### src/design/sfpe_pkg.sv
// Package for the sprite frame piece expander: sizes, table entry types, beat types, codes.
package sfpe_pkg;

  localparam int NumAnimations     = 16;
  localparam int NumFrames         = 64;
  localparam int NumPlacements     = 256;
  localparam int NumPieces         = 64;
  localparam int MaxPiecesPerFrame = 64;

  localparam int AnimAw  = $clog2(NumAnimations);
  localparam int FrameAw = $clog2(NumFrames);
  localparam int PlaceAw = $clog2(NumPlacements);
  localparam int PieceAw = $clog2(NumPieces);
  localparam int IdxW    = $clog2(MaxPiecesPerFrame);
  localparam int CntW    = $clog2(MaxPiecesPerFrame + 1);

  localparam int FlipBit   = 0;
  localparam int FlagShift = 4;
  localparam int CfgDataW  = 16;

  typedef enum logic [2:0] {
    CMD_WR_ANIM  = 3'd0,
    CMD_WR_FRAME = 3'd1,
    CMD_WR_PLACE = 3'd2,
    CMD_WR_PIECE = 3'd3,
    CMD_DRAW     = 3'd4
  } cmd_e;

  typedef enum logic [0:0] {
    CFG_SPRITE_FLAGS = 1'b0,
    CFG_IMAGE_BASE   = 1'b1
  } cfg_idx_e;

  typedef struct packed {
    logic [7:0] start;
    logic [7:0] count;
  } span_t;

  typedef struct packed {
    logic [7:0] piece;
    logic [7:0] dx;
    logic [7:0] dy;
    logic [7:0] flags;
  } place_t;

  typedef struct packed {
    logic [7:0]  w;
    logic [7:0]  h;
    logic [15:0] offset;
  } piece_t;

  typedef struct packed {
    logic [2:0]         cmd;
    logic [7:0]         entry_index;
    logic [7:0]         link_index;
    logic [7:0]         item_count;
    logic signed [15:0] coord_x;
    logic signed [15:0] coord_y;
    logic [7:0]         flag_bits;
    logic [7:0]         piece_width;
    logic [7:0]         piece_height;
    logic [15:0]        pix_offset;
  } in_beat_t;

  typedef struct packed {
    logic [15:0]        blit_address;
    logic signed [15:0] blit_x;
    logic signed [15:0] blit_y;
    logic [7:0]         blit_width;
    logic [7:0]         blit_height;
    logic [7:0]         blit_flags;
    logic               last;
  } res_beat_t;

  // controller -> datapath
  typedef struct packed {
    logic write_en;    // accepted table write
    logic capture;     // accepted draw
    logic load_frame;  // frame entry is on the read register
    logic emit;        // placement and piece are on the read registers
  } ctrl_cmd_t;

  // datapath -> controller
  typedef struct packed {
    logic frame_empty;
    logic last_piece;
  } dp_status_t;

  function automatic logic [15:0] sext8(input logic [7:0] v);
    return {{8{v[7]}}, v};
  endfunction

endpackage

### src/design/sfpe_ctrl.sv
// Controller state machine: accepts commands and sequences the table read chain of a draw.
module sfpe_ctrl (
  input  logic                  clk_i,
  input  logic                  rst_ni,
  input  logic                  start_i,
  input  logic [2:0]            cmd_i,
  input  sfpe_pkg::dp_status_t  status_i,
  output sfpe_pkg::ctrl_cmd_t   ctrl_o,
  output logic                  busy_o
);
  import sfpe_pkg::*;

  typedef enum logic [4:0] {
    ST_IDLE  = 5'b00001,
    ST_ANIM  = 5'b00010,
    ST_FRAME = 5'b00100,
    ST_PLACE = 5'b01000,
    ST_PIECE = 5'b10000
  } state_e;

  // ST_PIECE waits on the piece read; the emit cycle follows, flagged by emit_q.
  state_e state_q, state_d;
  logic   emit_q, emit_d;
  logic   accept;
  logic   is_draw;

  assign busy_o  = (state_q != ST_IDLE) || emit_q;
  assign accept  = start_i && !busy_o;
  assign is_draw = (cmd_e'(cmd_i) == CMD_DRAW);

  always_comb begin
    state_d = state_q;
    emit_d  = 1'b0;
    ctrl_o  = '0;
    ctrl_o.write_en = accept && !is_draw;
    ctrl_o.capture  = accept && is_draw;
    ctrl_o.emit     = emit_q;
    if (emit_q) begin
      state_d = status_i.last_piece ? ST_IDLE : ST_PLACE;
    end else begin
      case (state_q)
        ST_IDLE: begin
          if (accept && is_draw) state_d = ST_ANIM;
        end
        ST_ANIM: begin
          state_d = ST_FRAME;
        end
        ST_FRAME: begin
          ctrl_o.load_frame = 1'b1;
          state_d = status_i.frame_empty ? ST_IDLE : ST_PLACE;
        end
        ST_PLACE: begin
          state_d = ST_PIECE;
        end
        ST_PIECE: begin
          emit_d  = 1'b1;
          state_d = ST_PIECE;
        end
        default: begin
          state_d = ST_IDLE;
        end
      endcase
    end
  end

  always_ff @(posedge clk_i or negedge rst_ni) begin
    if (!rst_ni) begin
      state_q <= ST_IDLE;
      emit_q  <= 1'b0;
    end else begin
      state_q <= state_d;
      emit_q  <= emit_d;
    end
  end

endmodule

### config.mk
export PLATFORM = sky130hd
export DESIGN_NAME = sfpe_ctrl
export DESIGN_NICKNAME = d
export VERILOG_FILES = /design/src/design/sfpe_pkg.sv /design/src/design/sfpe_ctrl.sv
export SDC_FILE = /design/constraint.sdc
export NUM_CORES = 1
export LEC_CHECK = 0
export BUFFER_PORTS_ARGS = -buffer_cell sky130_fd_sc_hd__buf_2
export CAP_MARGIN = 40
export CORE_AREA = 4 4 41 43
export DETAILED_ROUTE_END_ITERATION = 12
export DIE_AREA = 0 0 45 47
export HOLD_SLACK_MARGIN = 0.12
export PLACE_DENSITY = 0.55
export SYNTH_ARGS = -nofsm -noshare
export SYNTH_HDL_FRONTEND = slang
export SYNTH_SLANG_ARGS = --single-unit
### constraint.sdc
create_clock -name clk_i -period 1.95 [get_ports clk_i]
set_clock_uncertainty 0.05 [all_clocks]
set_input_delay 0.0975 -clock clk_i [delete_from_list [all_inputs] [get_ports clk_i]]
set_output_delay 0.0975 -clock clk_i [all_outputs]
set_load 0.01 [all_outputs]
# Word-level counts from Yosys, hierarchy flattened
# Cells that the tools add are included.
# word_totals
in_bits,8
rom_bits,0
output_inout_bits,5
memories,0
latchBits,0
regBits,6
elab_cells,26
ramBits,0
# classes
n_eq_ne,8
addsub,0
n_bitwise,0
n_mul,0
shifts,0
magnitude_cmp,0
muxes,9
reduce_logical,7
n_div,0
# ops
operator,n
5-bit case mux with 4 select lines,1
5-bit two-way mux,2
4-bit two-way mux,2
5-bit by 1-bit == test with 1-bit output (second input constant),1
5-bit by 2-bit == test with 1-bit output (second input constant),1
5-bit by 3-bit == test with 1-bit output (second input constant),1
5-bit by 4-bit == test with 1-bit output (second input constant),1
5-bit == test (second input constant),1
5-bit by 1-bit != test with 1-bit output (second input constant),1
1-bit two-way mux,4
3-bit == test (second input constant),1
1-bit logical AND,3
3-bit != test (second input constant),1
1-bit logical NOT,2
2-bit OR reduction,1
1-bit logical OR,1

# Logic depth before layout (Yosys ltp)
# depth
ltp_word,8
mapped_depth,4
mapped_depth_nobuf,3

# Worst setup path after synthesis
# No wires, ideal clock.
# synth_path
kind,register to register
start,register emit_q
end,register state_q[0]
path_buffers,1
t_required_ns,1.819
arrival_ns,1.300
setup_time_ns,0.081
synth_period_minus_slack_ns,1.431
stages_incl_launch_ff,5
setup_slack_ns,0.519
cell_sequence,dfrtp_1 -> or2_1 -> clkbuf_2 -> or4b_1 -> o211ai_1
# synth_between
elab_chain_cells,5
word_cells_on_any_way,6
classes_between,eq/ne (1); mux (1); reduce/logical (4)
# synth_rtl
item,line_no,source
"start, declared",sfpe_ctrl.sv:23,"logic emit_q, emit_d;"
"start signal, assigned",sfpe_ctrl.sv:72,emit_q <= emit_d;
1-bit logical OR,sfpe_ctrl.sv:27,assign busy_o = (state_q != ST_IDLE) || emit_q;
1-bit logical NOT,sfpe_ctrl.sv:28,assign accept = start_i && !busy_o;
1-bit logical AND,sfpe_ctrl.sv:28,
1-bit logical AND,sfpe_ctrl.sv:43,if (accept && is_draw) state_d = ST_ANIM;
3-bit != test (no line),-,
"end signal, assigned",sfpe_ctrl.sv:71,state_q <= state_d;
"end, declared",sfpe_ctrl.sv:22,"state_e state_q, state_d;"
# Parallel ways exist; a longest one is shown, timed or not.
# A chain may end at the register's enable or synchronous reset.

# Worst setup path after layout
# layout_path
start,register state_q[1]
end,register state_q[3]
# layout_between
elab_chain_cells,6
word_cells_on_any_way,14
classes_between,eq/ne (7); mux (2); reduce/logical (5)
# layout_rtl
item,line_no
5-bit by 1-bit != test with 1-bit output,sfpe_ctrl.sv:27
1-bit logical OR,sfpe_ctrl.sv:27
1-bit logical NOT,sfpe_ctrl.sv:28
1-bit logical AND,sfpe_ctrl.sv:28
1-bit logical AND,sfpe_ctrl.sv:43
3-bit != test (no line),-
# Parallel ways exist; a longest one is shown, timed or not.

==> impl_metrics.ini <==
[outcome]
outcome = complete, no violations

[route]
drc = 0
ant_nets = 0
detail_route.iter0.violations = 9
post_drt_wl_per_cell_um = 11.2
first_pass_iters = 3
drt_wl_total_um = 763
dr_total_vias = 315
vias_per_cell = 4.63

[grt]
grt_max_degree = 7
grt_use_total = 0.0890
grt_pass1_vias = 326
grt.overflow.total = 0
antenna_found_initial = 0
grt_pass1_wl_um = 1320

[synthesis]
synth_edf_count = 0
ys_types = 24
postSynthCellCount = 36
synthArstFlopShare = 1.00
synthTopCellsByArea = dfrtp_1 (36%), dfstp_2 (7.6%), or4b_1 (5.8%), o211ai_1 (4.3%), and2_1 (3.6%)
postSynthRegisterBits = 6
syn_area_um2 = 345
syn_avg_cell_area_um2 = 9.59
synthesis.nets = 44
seq_area_frac_synth = 0.438
yosysMostFrequentCell = dfrtp_1
synth_common_cells = dfrtp_1 (5), inv_1 (3)
yosysWarnings = 0
synth_ff_type = dfrtp_1
synth_top_area_share = 0.362
synth_area_leader_cell = dfrtp_1

[placed_design]
portBuffers = 12
hpwlAfterDp_um = 582
gp_congestion = 0.758

[critical_path]
cp_slowest_cell = or4b_1
critPathLaunchType = register
cp_slowest_stage_delay_ns = 0.57
critPathMaxFanout = 6
critPathArrivalTime_ns = 1.97
crit_required_ns = 2.09
endpoint_kind = register
path_class = reg2reg
path_cells = or4b_1 -> o21ai_2 -> dlygate4sd3_1

[clock_tree]
clk_pin_slew_ns = 0.05
cts_sinks = 6
clockBufferDepth = 2
cts-buffers-inserted = 3
htree_levels = 1
cts_root_buffer = clkbuf_4
insertion_delay_ns = 0.25
tritoncts = built
cts_setup_buffers = 0

[timing]
setup-violations-final = 0
min_period_over_period = 0.943
finalHoldViolations = 0
worst_pin_slew_ns = 0.406
finalMaxSlewViolations = 0
clock.fmax_ghz = 0.544
grt_setup_unrepaired = no
layout_min_cycle_time_ns = 1.84
setup_tns_ns = 0
slew_headroom = 0.726

[die]
die_area_um2 = 2120
core-area_um2 = 1300
rows = 13
die_h_um = 47
start_util = 0.265
ios = 13
die_x_um = 45

[finish]
area_delta_synth_final_pct = 38.4
fin_nets = 62
layout-drive-gt1-share = 0.358
antenna_cells = 0

[pwr]
p_leak_nw = 0.233
finalPower_mw = 0.396
vdd_drop_max_v = 0.000436
p_per_area_nw_per_um2 = 828

[job]
maxCapViolCount = 0

[min_path]
worstHoldPathType = in2reg
## where the power goes
part	switching, mW	internal [mW]
clock network	0.0472	0.0776
logic	0.0595	0.0579
registers	0.0127	0.141
## worst paths after layout
path | start | slack (ns) | end | cells after the start
setup / recovery | state_q[1] | 0.11 | state_q[3] | 3
hold / removal | cmd_i[1] | 0.14 | state_q[1] | 3
setup reg to reg | state_q[1] | 0.11 | state_q[3] | 3
hold reg to reg | state_q[3] | 0.50 | emit_q | 1
max in group asynchronous | rst_ni | 1.47 | state_q[0] | 2
min in group asynchronous | rst_ni | 0.15 | emit_q | 2
## cell usage in the layout (no fill, tap or decap), types with 2 or more instances in the layout
cell type | Yosys | layout
inv_1 | 3 | 3
dlygate4sd3_1 | 0 | 3
or4b_1 | 2 | 2
nor2_1 | 2 | 2
and2_1 | 2 | 2
nor3_1 | 2 | 2
clkbuf_4 | 0 | 3
buf_2 | 0 | 12
dfrtp_1 | 5 | 5
o211ai_1 | 2 | 2
## per-stage QoR
step	worst slack (ns)	hold slack, ns	cell area (µm²)	util	instances
finish	0.112	0.144	478	0.367	68
global route	0.0408	0.157	478	0.367	68
CTS	0.0772	0.135	468	0.360	68
detailed placement	0.362	-0.123	412	0.316	61
global placement	0.434	-0.121	412	0.316	61
floorplan	0.519	-0.248	345	-	36
## repair_timing
item                                    4_1_cts  5_1_grt
endpoints found under the hold margin         7        0
hold buffers                                  3        0
resized for setup                             0        2
endpoints found under the setup margin        0        3
## logic make-up after synthesis
kind of cell / Yosys count / share of synthesized area
compound gates: 4 / 0.0833
xor+xnor: 2 / 0.0507
buf+inv: 5 / 0.0688
flops: 6 / 0.438
simple gates: 19 / 0.359
## layer usage
| metal | vias to the layer above | GRT usage | wire length [µm] |
|---|---|---|---|
| met4 | 0 | 0.0351 | 0 |
| met2 | 16 | 0.141 | 340 |
| met5 | - | 0 | 0 |
| met3 | 0 | 0.0460 | 74 |
| met1 | 138 | 0.102 | 348 |
| li1 | 161 | - | - |
## area by class of cell
cell class / instances / area [µm²]
clock buffers: 4 / 26.3
fillers: 144 / 823
inverters: 3 / 11.3
multi-input cells: 25 / 180
flip-flops and latches: 6 / 151
well taps: 15 / 18.8
repair buffers: 15 / 90.1
## sequential cells by signal (all words and copies together) (netlist names)
register	flops
state_q	5
emit_q	1
## critical path, delay by kind of cell (launching register included)
family | cells | cell delay [ns]
flip-flops | 1 | 0.43
AND/OR/NAND/NOR | 1 | 0.57
AO/OA/AOI/OAI | 1 | 0.16
buffers and inverters | 1 | 0.57
(Power assumes the default switching activity.)
